File: config.mk
export PLATFORM = sky130hd
export DESIGN_NAME = utf8_decoder_unit_flat
export DESIGN_NICKNAME = d
export VERILOG_FILES = /design/src/hw/rtl/u8d_pkg.sv /design/src/hw/rtl/u8d_channels.sv /design/src/hw/rtl/u8d_front.sv /design/src/hw/rtl/u8d_queue.sv /design/src/hw/rtl/u8d_back.sv /design/src/hw/rtl/utf8_decoder_unit.sv /design/src/flat_wrapper.sv
export SDC_FILE = /design/constraint.sdc
export NUM_CORES = 1
export LEC_CHECK = 0
export BUFFER_PORTS_ARGS = -buffer_cell sky130_fd_sc_hd__buf_2
export CORE_ASPECT_RATIO = 2
export CORE_MARGIN = 10
export CORE_UTILIZATION = 60
export DETAILED_ROUTE_END_ITERATION = 12
export PLACE_DENSITY_LB_ADDON = 0.25
export SLEW_MARGIN = 0
export SYNTH_ARGS = -nofsm -noshare
export SYNTH_HDL_FRONTEND = slang
export SYNTH_SLANG_ARGS = --single-unit
export TNS_END_PERCENT = 10
File: constraint.sdc
create_clock -name clock -period 4.95 [get_ports clock]
set_clock_uncertainty 0.05 [all_clocks]
set_input_delay 0.7425 -clock clock [delete_from_list [all_inputs] [get_ports clock]]
set_output_delay 0.7425 -clock clock [all_outputs]
set_load 0.02 [all_outputs]
File: src/hw/rtl/u8d_pkg.sv
// Shared types and constants of the UTF-8 decoder.
package u8d_pkg;

   localparam int CpWidth   = 21;
   localparam int UsedWidth = 3;

   localparam logic [CpWidth-1:0]   REPL_CP   = 21'h00FFFD;
   localparam logic [CpWidth-1:0]   MIN_CP_2  = 21'h000080;
   localparam logic [CpWidth-1:0]   MIN_CP_3  = 21'h000800;
   localparam logic [CpWidth-1:0]   MIN_CP_4  = 21'h010000;
   localparam logic [CpWidth-1:0]   MAX_CP    = 21'h10FFFF;

   localparam logic [UsedWidth-1:0] LEN_NONE  = 3'd0;
   localparam logic [UsedWidth-1:0] LEN_ONE   = 3'd1;
   localparam logic [UsedWidth-1:0] LEN_TWO   = 3'd2;
   localparam logic [UsedWidth-1:0] LEN_THREE = 3'd3;
   localparam logic [UsedWidth-1:0] LEN_FOUR  = 3'd4;

   // Work for the back end made by one input byte: rep_count replacement
   // results (one byte each), then an optional tail result.
   typedef struct packed {
      logic [1:0]           rep_count;
      logic                 tail_valid;
      logic [CpWidth-1:0]   tail_cp;
      logic [UsedWidth-1:0] tail_used;
      logic                 tail_rep;
   } u8d_cmd_type;

   typedef struct packed {
      logic not_empty;
      logic not_full;
   } u8d_qstat_type;

endpackage

File: src/hw/rtl/u8d_channels.sv
// Valid/ready channel interfaces for the decoder's byte input and result output.
interface u8d_req_if;
   logic       valid;
   logic       ready;
   logic [7:0] data_byte;
   logic       final_byte;

   modport source (output valid, output data_byte, output final_byte, input ready);
   modport sink   (input valid, input data_byte, input final_byte, output ready);
endinterface

interface u8d_rsp_if;
   logic                            valid;
   logic                            ready;
   logic [u8d_pkg::CpWidth-1:0]     code_point;
   logic [u8d_pkg::UsedWidth-1:0]   bytes_used;
   logic                            replaced;
   logic                            last_of_run;

   modport source (output valid, output code_point, output bytes_used,
                   output replaced, output last_of_run, input ready);
   modport sink   (input valid, input code_point, input bytes_used,
                   input replaced, input last_of_run, output ready);
endinterface

File: src/hw/rtl/u8d_front.sv
// Front end: takes one byte per cycle while the command queue has room, tracks the open sequence and builds commands.
module u8d_front (
   input  logic                 clock,
   input  logic                 reset,
   input  logic                 byte_valid,
   input  logic [7:0]           data_byte,
   input  logic                 final_byte,
   input  logic                 queue_not_full,
   output logic                 byte_ready,
   output logic                 cmd_push,
   output u8d_pkg::u8d_cmd_type cmd
);
   import u8d_pkg::*;

   logic [CpWidth-1:0]   value_acc_ff, value_acc_in;
   logic [UsedWidth-1:0] seq_length_ff, seq_length_in;
   logic [1:0]           bytes_held_ff, bytes_held_in;

   logic                 accept;
   logic                 is_cont;
   logic                 seq_open;
   logic [CpWidth-1:0]   acc_next;
   logic [2:0]           held_next;
   logic                 bad_value;

   assign byte_ready = queue_not_full;
   assign accept     = byte_valid && queue_not_full;
   assign is_cont    = (data_byte[7:6] == 2'b10);
   assign seq_open   = (seq_length_ff != LEN_NONE);
   assign acc_next   = {value_acc_ff[CpWidth-7:0], data_byte[5:0]};
   assign held_next  = {1'b0, bytes_held_ff} + 3'd1;

   always_comb begin
      unique case (seq_length_ff)
         LEN_TWO:   bad_value = (acc_next < MIN_CP_2);
         LEN_THREE: bad_value = (acc_next < MIN_CP_3);
         default:   bad_value = (acc_next < MIN_CP_4) || (acc_next > MAX_CP);
      endcase
   end

   always_comb begin
      cmd           = '0;
      value_acc_in  = value_acc_ff;
      seq_length_in = seq_length_ff;
      bytes_held_in = bytes_held_ff;
      if (seq_open && is_cont) begin
         if (held_next >= seq_length_ff) begin
            cmd.tail_valid = 1'b1;
            cmd.tail_cp    = bad_value ? REPL_CP : acc_next;
            cmd.tail_used  = seq_length_ff;
            cmd.tail_rep   = bad_value;
            value_acc_in   = '0;
            seq_length_in  = LEN_NONE;
            bytes_held_in  = '0;
         end else if (final_byte) begin
            // Text ends inside a sequence: every byte so far is replaced.
            cmd.rep_count  = held_next[1:0];
            value_acc_in   = '0;
            seq_length_in  = LEN_NONE;
            bytes_held_in  = '0;
         end else begin
            value_acc_in   = acc_next;
            bytes_held_in  = held_next[1:0];
         end
      end else begin
         // A sequence cut short by a non-continuation byte flushes its held bytes.
         cmd.rep_count = seq_open ? bytes_held_ff : 2'd0;
         value_acc_in  = '0;
         seq_length_in = LEN_NONE;
         bytes_held_in = '0;
         priority if (!data_byte[7]) begin
            cmd.tail_valid = 1'b1;
            cmd.tail_cp    = {{(CpWidth-8){1'b0}}, data_byte};
            cmd.tail_used  = LEN_ONE;
            cmd.tail_rep   = 1'b0;
         end else if (data_byte[7:5] == 3'b110 || data_byte[7:4] == 4'b1110 ||
                      data_byte[7:3] == 5'b11110) begin
            if (final_byte) begin
               // A lead byte that is also the last byte stands alone.
               cmd.tail_valid = 1'b1;
               cmd.tail_cp    = REPL_CP;
               cmd.tail_used  = LEN_ONE;
               cmd.tail_rep   = 1'b1;
            end else begin
               bytes_held_in = 2'd1;
               priority if (data_byte[7:5] == 3'b110) begin
                  value_acc_in  = {{(CpWidth-5){1'b0}}, data_byte[4:0]};
                  seq_length_in = LEN_TWO;
               end else if (data_byte[7:4] == 4'b1110) begin
                  value_acc_in  = {{(CpWidth-4){1'b0}}, data_byte[3:0]};
                  seq_length_in = LEN_THREE;
               end else begin
                  value_acc_in  = {{(CpWidth-3){1'b0}}, data_byte[2:0]};
                  seq_length_in = LEN_FOUR;
               end
            end
         end else begin
            cmd.tail_valid = 1'b1;
            cmd.tail_cp    = REPL_CP;
            cmd.tail_used  = LEN_ONE;
            cmd.tail_rep   = 1'b1;
         end
      end
   end

   assign cmd_push = accept && (cmd.tail_valid || (cmd.rep_count != 2'd0));

   always_ff @(posedge clock) begin
      if (reset) begin
         value_acc_ff  <= '0;
         seq_length_ff <= LEN_NONE;
         bytes_held_ff <= '0;
      end else if (accept) begin
         value_acc_ff  <= value_acc_in;
         seq_length_ff <= seq_length_in;
         bytes_held_ff <= bytes_held_in;
      end
   end

endmodule

File: src/hw/rtl/u8d_queue.sv
// Command queue between the front end and the back end.
module u8d_queue #(
   parameter int DEPTH = 4
) (
   input  logic                   clock,
   input  logic                   reset,
   input  logic                   push,
   input  u8d_pkg::u8d_cmd_type   push_cmd,
   input  logic                   pop,
   output u8d_pkg::u8d_cmd_type   head_cmd,
   output u8d_pkg::u8d_qstat_type status
);
   import u8d_pkg::*;

   localparam int AW = (DEPTH > 1) ? $clog2(DEPTH) : 1;
   localparam int CW = $clog2(DEPTH + 1);

   u8d_cmd_type     entries_ff [DEPTH];
   logic [AW-1:0]   wr_ptr_ff, wr_ptr_in;
   logic [AW-1:0]   rd_ptr_ff, rd_ptr_in;
   logic [CW-1:0]   count_ff, count_in;

   assign status.not_empty = (count_ff != '0);
   assign status.not_full  = (count_ff != CW'(DEPTH));
   assign head_cmd         = entries_ff[rd_ptr_ff];

   assign wr_ptr_in = !push ? wr_ptr_ff :
                      (wr_ptr_ff == AW'(DEPTH - 1)) ? '0 : wr_ptr_ff + 1'b1;
   assign rd_ptr_in = !pop ? rd_ptr_ff :
                      (rd_ptr_ff == AW'(DEPTH - 1)) ? '0 : rd_ptr_ff + 1'b1;

   always_comb begin
      unique case ({push, pop})
         2'b10:   count_in = count_ff + 1'b1;
         2'b01:   count_in = count_ff - 1'b1;
         default: count_in = count_ff;
      endcase
   end

   always_ff @(posedge clock) begin
      if (reset) begin
         wr_ptr_ff <= '0;
         rd_ptr_ff <= '0;
         count_ff  <= '0;
      end else begin
         wr_ptr_ff <= wr_ptr_in;
         rd_ptr_ff <= rd_ptr_in;
         count_ff  <= count_in;
      end
   end

   always_ff @(posedge clock) begin
      if (push) begin
         entries_ff[wr_ptr_ff] <= push_cmd;
      end
   end

endmodule

File: src/hw/rtl/u8d_back.sv
// Back end: expands each command into its result items through an output register.
module u8d_back (
   input  logic                          clock,
   input  logic                          reset,
   input  logic                          head_valid,
   input  u8d_pkg::u8d_cmd_type          head_cmd,
   output logic                          cmd_pop,
   output logic                          out_valid,
   input  logic                          out_ready,
   output logic [u8d_pkg::CpWidth-1:0]   out_code_point,
   output logic [u8d_pkg::UsedWidth-1:0] out_bytes_used,
   output logic                          out_replaced,
   output logic                          out_last
);
   import u8d_pkg::*;

   logic                 out_valid_ff, out_valid_in;
   logic [CpWidth-1:0]   code_point_ff, code_point_in;
   logic [UsedWidth-1:0] bytes_used_ff, bytes_used_in;
   logic                 replaced_ff, replaced_in;
   logic                 last_ff, last_in;
   logic [1:0]           idx_ff, idx_in;

   logic                 load;
   logic [2:0]           total;
   logic                 in_rep;

   assign total  = {1'b0, head_cmd.rep_count} + {2'b00, head_cmd.tail_valid};
   assign in_rep = (idx_ff < head_cmd.rep_count);
   assign load   = head_valid && (!out_valid_ff || out_ready);

   always_comb begin
      last_in       = (({1'b0, idx_ff} + 3'd1) == total);
      code_point_in = in_rep ? REPL_CP : head_cmd.tail_cp;
      bytes_used_in = in_rep ? LEN_ONE : head_cmd.tail_used;
      replaced_in   = in_rep ? 1'b1    : head_cmd.tail_rep;
      cmd_pop       = load && last_in;
      idx_in        = !load ? idx_ff : (last_in ? 2'd0 : idx_ff + 2'd1);
      out_valid_in  = load ? 1'b1 : (out_ready ? 1'b0 : out_valid_ff);
   end

   always_ff @(posedge clock) begin
      if (reset) begin
         out_valid_ff <= 1'b0;
         idx_ff       <= '0;
      end else begin
         out_valid_ff <= out_valid_in;
         idx_ff       <= idx_in;
      end
   end

   always_ff @(posedge clock) begin
      if (load) begin
         code_point_ff <= code_point_in;
         bytes_used_ff <= bytes_used_in;
         replaced_ff   <= replaced_in;
         last_ff       <= last_in;
      end
   end

   assign out_valid      = out_valid_ff;
   assign out_code_point = code_point_ff;
   assign out_bytes_used = bytes_used_ff;
   assign out_replaced   = replaced_ff;
   assign out_last       = last_ff;

endmodule

File: src/hw/rtl/utf8_decoder_unit.sv
// Top level of the UTF-8 decoder: front end, command queue and back end.
//
//   Channel   Direction  Item carries
//   req_ch    in         data_byte[7:0], final_byte
//   rsp_ch    out        code_point[20:0], bytes_used[2:0], replaced, last_of_run
//
// The front end takes one byte per cycle while the command queue has room.
// A byte that makes no result (it opens or extends a sequence) leaves only state.
// The back end sends one result per cycle while rsp_ch.ready is high, so a byte
// that makes more than one result holds it up; the queue of QUEUE_DEPTH commands soaks up such bursts.
// Synchronous reset clears the open sequence, the queue and the output register.
// A low rsp_ch.ready holds the result; once the queue fills, req_ch.ready falls.
module utf8_decoder_unit #(
   parameter int QUEUE_DEPTH = 4
) (
   input logic      clock,
   input logic      reset,
   u8d_req_if.sink   req_ch,
   u8d_rsp_if.source rsp_ch
);
   import u8d_pkg::*;

   u8d_cmd_type   push_cmd;
   u8d_cmd_type   head_cmd;
   u8d_qstat_type q_status;
   logic          cmd_push;
   logic          cmd_pop;
   logic          byte_ready;

   // The front end decodes each byte and pushes a command for the back end when the byte makes results.
   u8d_front u_front (
      .clock          (clock),
      .reset          (reset),
      .byte_valid     (req_ch.valid),
      .data_byte      (req_ch.data_byte),
      .final_byte     (req_ch.final_byte),
      .queue_not_full (q_status.not_full),
      .byte_ready     (byte_ready),
      .cmd_push       (cmd_push),
      .cmd            (push_cmd)
   );

   assign req_ch.ready = byte_ready;

   // Commands wait here so that a stalled output does not stop the input at once.
   u8d_queue #(
      .DEPTH (QUEUE_DEPTH)
   ) u_queue (
      .clock    (clock),
      .reset    (reset),
      .push     (cmd_push),
      .push_cmd (push_cmd),
      .pop      (cmd_pop),
      .head_cmd (head_cmd),
      .status   (q_status)
   );

   // The back end turns each command into one to four result items.
   u8d_back u_back (
      .clock          (clock),
      .reset          (reset),
      .head_valid     (q_status.not_empty),
      .head_cmd       (head_cmd),
      .cmd_pop        (cmd_pop),
      .out_valid      (rsp_ch.valid),
      .out_ready      (rsp_ch.ready),
      .out_code_point (rsp_ch.code_point),
      .out_bytes_used (rsp_ch.bytes_used),
      .out_replaced   (rsp_ch.replaced),
      .out_last       (rsp_ch.last_of_run)
   );

   // The results of one byte come without a gap: more always follow a non-last one.
   a_run_continues: assert property (@(posedge clock) disable iff (reset)
      rsp_ch.valid && !rsp_ch.last_of_run |=> rsp_ch.valid)
      else $error("result run broken before its last item");

   // A replaced result always carries the replacement character.
   a_repl_value: assert property (@(posedge clock) disable iff (reset)
      rsp_ch.valid && rsp_ch.replaced |-> rsp_ch.code_point == REPL_CP)
      else $error("replaced result with wrong code point");

   // Nothing is offered on the output right after reset.
   a_reset_quiet: assert property (@(posedge clock)
      $past(reset) |-> !rsp_ch.valid)
      else $error("result offered right after reset");

   // Every result stands for one to four source bytes.
   a_used_range: assert property (@(posedge clock) disable iff (reset)
      rsp_ch.valid |-> rsp_ch.bytes_used != LEN_NONE && rsp_ch.bytes_used <= LEN_FOUR)
      else $error("bytes_used out of range");

endmodule
File: src/flat_wrapper.sv
// flat-port wrapper written by rule: the top's interface ports become plain ports
module utf8_decoder_unit_flat import u8d_pkg::*;
#(
   parameter int QUEUE_DEPTH = 4
)
  (clock, reset, req_ch_valid, req_ch_data_byte, req_ch_final_byte, req_ch_ready, rsp_ch_valid, rsp_ch_code_point, rsp_ch_bytes_used, rsp_ch_replaced, rsp_ch_last_of_run, rsp_ch_ready);
  u8d_req_if req_ch_i ();
  u8d_rsp_if rsp_ch_i ();
  input logic clock;
  input logic reset;
  input wire logic [$bits(req_ch_i.valid)-1:0] req_ch_valid;
  input wire logic [$bits(req_ch_i.data_byte)-1:0] req_ch_data_byte;
  input wire logic [$bits(req_ch_i.final_byte)-1:0] req_ch_final_byte;
  output wire logic [$bits(req_ch_i.ready)-1:0] req_ch_ready;
  output wire logic [$bits(rsp_ch_i.valid)-1:0] rsp_ch_valid;
  output wire logic [$bits(rsp_ch_i.code_point)-1:0] rsp_ch_code_point;
  output wire logic [$bits(rsp_ch_i.bytes_used)-1:0] rsp_ch_bytes_used;
  output wire logic [$bits(rsp_ch_i.replaced)-1:0] rsp_ch_replaced;
  output wire logic [$bits(rsp_ch_i.last_of_run)-1:0] rsp_ch_last_of_run;
  input wire logic [$bits(rsp_ch_i.ready)-1:0] rsp_ch_ready;
  assign req_ch_i.valid = req_ch_valid;
  assign req_ch_i.data_byte = req_ch_data_byte;
  assign req_ch_i.final_byte = req_ch_final_byte;
  assign req_ch_ready = req_ch_i.ready;
  assign rsp_ch_valid = rsp_ch_i.valid;
  assign rsp_ch_code_point = rsp_ch_i.code_point;
  assign rsp_ch_bytes_used = rsp_ch_i.bytes_used;
  assign rsp_ch_replaced = rsp_ch_i.replaced;
  assign rsp_ch_last_of_run = rsp_ch_i.last_of_run;
  assign rsp_ch_i.ready = rsp_ch_ready;
  utf8_decoder_unit #(.QUEUE_DEPTH(QUEUE_DEPTH)) u_core (.clock(clock), .reset(reset), .req_ch(req_ch_i), .rsp_ch(rsp_ch_i));
endmodule
==> flow_metrics.env <==
export IMPL_grt_ovfl_total=0
export IMPL_cts_tree="done"
export IMPL_powerDensity_nw_per_um2=540
export IMPL_synth_seq_cells=170
export IMPL_clkPwrFrac=0.316
export IMPL_final_setup_tns_ns=0
export IMPL_core_um2=11400
export IMPL_pwr_share_comb=0.237
export IMPL_antenna_found_initial=0
export IMPL_use_met2=0.288
export IMPL_synthFlopType="edfxtp_1"
export IMPL_area_growth_syn_to_layout_pct=13.5
export IMPL_synth_top_cells_by_area="edfxtp_1 (59%), dfxtp_1 (9.1%), mux4_2 (9.0%)"
export IMPL_met3_usage=0.0412
export IMPL_vias=3986
export IMPL_post_cts_buffers=0
export IMPL_worst_slew_margin_rel=0.342
export IMPL_final_nets=535
export IMPL_wirelength_um=13300
export IMPL_netlist_instances=463
export IMPL_max_slew_worst_pin_slew_ns=0.987
export IMPL_cp_required_ns=5.25
export IMPL_place_hpwl_um=8780
export IMPL_path_max_fanout=7
export IMPL_dr_pass1_iters=5
export IMPL_final_hold_violation_count=0
export IMPL_fillers=786
export IMPL_seqPwrFrac=0.447
export IMPL_end_kind="register"
export IMPL_syn_num_nets=491
export IMPL_top_usage_layer="met2"
export IMPL_clkSinkCount=170
export IMPL_drive_above_1_share=0.235
export IMPL_grt_pass1_vias=4065
export IMPL_avgSynthCellArea_um2=15.2
export IMPL_ctsHoldBuffers=0
export IMPL_setup_viol=0
export IMPL_drc=0
export IMPL_path_class="reg -> reg"
export IMPL_min_path_type="reg -> reg"
export IMPL_switchingPower_uw=1260
export IMPL_dieArea_um2=16700
export IMPL_globalRouteTotalUtil=0.170
export IMPL_die_x_um=96.5
export IMPL_max_cap_violations=0
export IMPL_synthArstFlopShare=0
export IMPL_timing_final_ws_setup_ns=1.10
export IMPL_synth_seq_area_share=0.681
export IMPL_clkSlewWorstSetupHoldPaths_ns=0.07
export IMPL_post_route_min_period_ns=3.85
export IMPL_cts_buffers=17
export IMPL_fmax_ghz=0.260
export IMPL_synth_area_um2=7030
export IMPL_sw_frac_of_total=0.292
export IMPL_slew_viol_final=0
export IMPL_num_io_pins=41
export IMPL_gp_congestion=0.886
export IMPL_detail_route_wl_per_cell_um=20.1
export IMPL_antenna_cells=0
export IMPL_io_buffer_count=40
export IMPL_min_period_over_period=0.777
export IMPL_htree_levels=4
export IMPL_met1_usage=0.189
export IMPL_viasPerCell=6.02
export IMPL_grt_pass1_wl_um=21300
export IMPL_p_int_uw=3050
export IMPL_std_cell_rows=55
export IMPL_cts_root_buf="clkbuf_16"
export IMPL_ctsLongestPathBuffers=2
export IMPL_cts_resized=0
export IMPL_preCtsSetupSlack_ns=1.04
export IMPL_ant_nets=0
export IMPL_first_iter_violations=298
export IMPL_synthDominantCellAreaShare=0.589
export IMPL_yosys_area_top_type="edfxtp_1"
export IMPL_ys_types=54
export IMPL_cp_data_arrival_time_ns=4.14
export IMPL_synth_edf_count=138
export IMPL_grt_max_degree=29
export IMPL_start_util=0.615
export IMPL_rsz0062_at_grt="false"
export IMPL_ir_worst_vdd_mv=0.361
export IMPL_status="completed"
export IMPL_final_core_util=0.698
export IMPL_die_h_um=173
export IMPL_clk_latency_ns=0.42
export IMPL_worstSetupStartpointType="register"
export IMPL_power_leakage_uw=0.00274
export IMPL_yosysWarnings=0
[area by class of cell]
type,count,area [µm²],share of cell area
Sequential cell,170,4790,0.600
Multi-Input combinational cell,260,2120,0.266
Clock buffer,17,425,0.0533
Timing Repair Buffer,43,223,0.0279
Clock inverter,15,186,0.0234
Tap cell,142,178,0.0223
Inverter,15,56.3,0.00706
[cells in the final DEF (no fill, tap or decap), drive strengths merged, types with 2 or more instances in the layout]
master,instances
clkinv,5
nor2,25
mux2i,2
o21a,2
ha,14
nor4,3
a21oi,31
o21ai,15
or3,5
xor2,5
nand2b,3
a2bb2oi,3
or2,17
a211oi,4
nor3,11
o211ai,2
a31oi,2
dfxtp,32
nor2b,13
edfxtp,138
clkbuf,17
nand3,2
bufinv,3
nand2,50
buf,43
mux4,28
and2,6
inv,21
[state kept, by name, indices dropped and copies added (netlist names), 3 cells and up, named ones only]
| register | cells |
|---|---|
| u_core.u_back.out_bytes_used | 3 |
| u_core.u_back.out_code_point | 21 |
| u_core.u_front.seq_length_ff | 3 |
| u_core.u_front.value_acc_ff | 15 |
| u_core.u_queue.count_ff | 3 |
| u_core.u_queue.entries_ff | 112 |
[synthesized netlist by cell type (3+ instances only)]
library cell and number:
nor2b_1 13, nor3_1 7, buf_2 8, xor2_1 5, or2_1 17, dfxtp_1 32
a21oi_1 30, a2bb2oi_1 3, or3_1 4, o21ai_0 14, and2_1 6, ha_1 14
edfxtp_1 138, a211oi_1 3, nor4_1 3, clkbuf_1 6, nand2_1 49, inv_1 15
mux4_2 28, nand2b_1 3, nor2_1 25
[critical path: stages, from the launching register on]
cell      delay [ns]
dfxtp_1         0.35
ha_1            0.36
ha_1            0.20
a21oi_1         0.24
o21a_1          0.33
a221oi_2        0.13
nor2_1          0.63
ha_1            0.32
inv_1           0.07
fa_1            0.44
xor2_1          0.16
or3_1           0.31
a21oi_1         0.17
[stage by stage]
stage               hold slack (ns)  std cells  instance area (µm²)  total power (µW)
finish                        0.414        662                 7980              4310
global route                  0.446        662                 7980              4510
CTS                           0.417        662                 7980              4350
detailed placement            0.408        630                 7360              2990
global placement              0.402        630                 7360              2950
floorplan                     0.392        463                 7030              2720
[final timing paths]
check,from,endpoint,slack (ns),depth (start not counted)
worst max-delay path,u_core.u_front.bytes_held_ff[0],u_core.u_queue.count_ff[2],1.10,12
worst min-delay path,u_core.u_back.out_valid,u_core.u_back.out_valid,0.41,2
worst max register to register,u_core.u_front.bytes_held_ff[0],u_core.u_queue.count_ff[2],1.10,12
worst min register to register,u_core.u_back.out_valid,u_core.u_back.out_valid,0.41,2
[power groups by stage]
stage	Sequential, µW	Clock [µW]	Combinational (µW)
2_1_floorplan	2050	0	664
6_report	1930	1360	1020
3_3_place_gp	1940	0	1010
5_1_grt	1950	1430	1130
4_1_cts	1930	1370	1050
3_5_place_dp	1960	0	1040
[cell families (layout without fill, tap and decap cells)]
kind of cell | Yosys count | count (layout) | synth area share
compound gates | 65 | 65 | 0.0607
xor+xnor | 6 | 6 | 0.00747
fa+ha+maj | 15 | 15 | 0.0278
flops | 170 | 170 | 0.681
buf+inv | 33 | 90 | 0.0219
simple gates | 143 | 143 | 0.107
mux | 31 | 31 | 0.0941
[routing by layer]
metal	wire length, µm	part of all wire
met5	0	0
met3	626	0.047
met4	428	0.032
met1	4900	0.37
met2	7380	0.55
(Power assumes the default switching activity.)
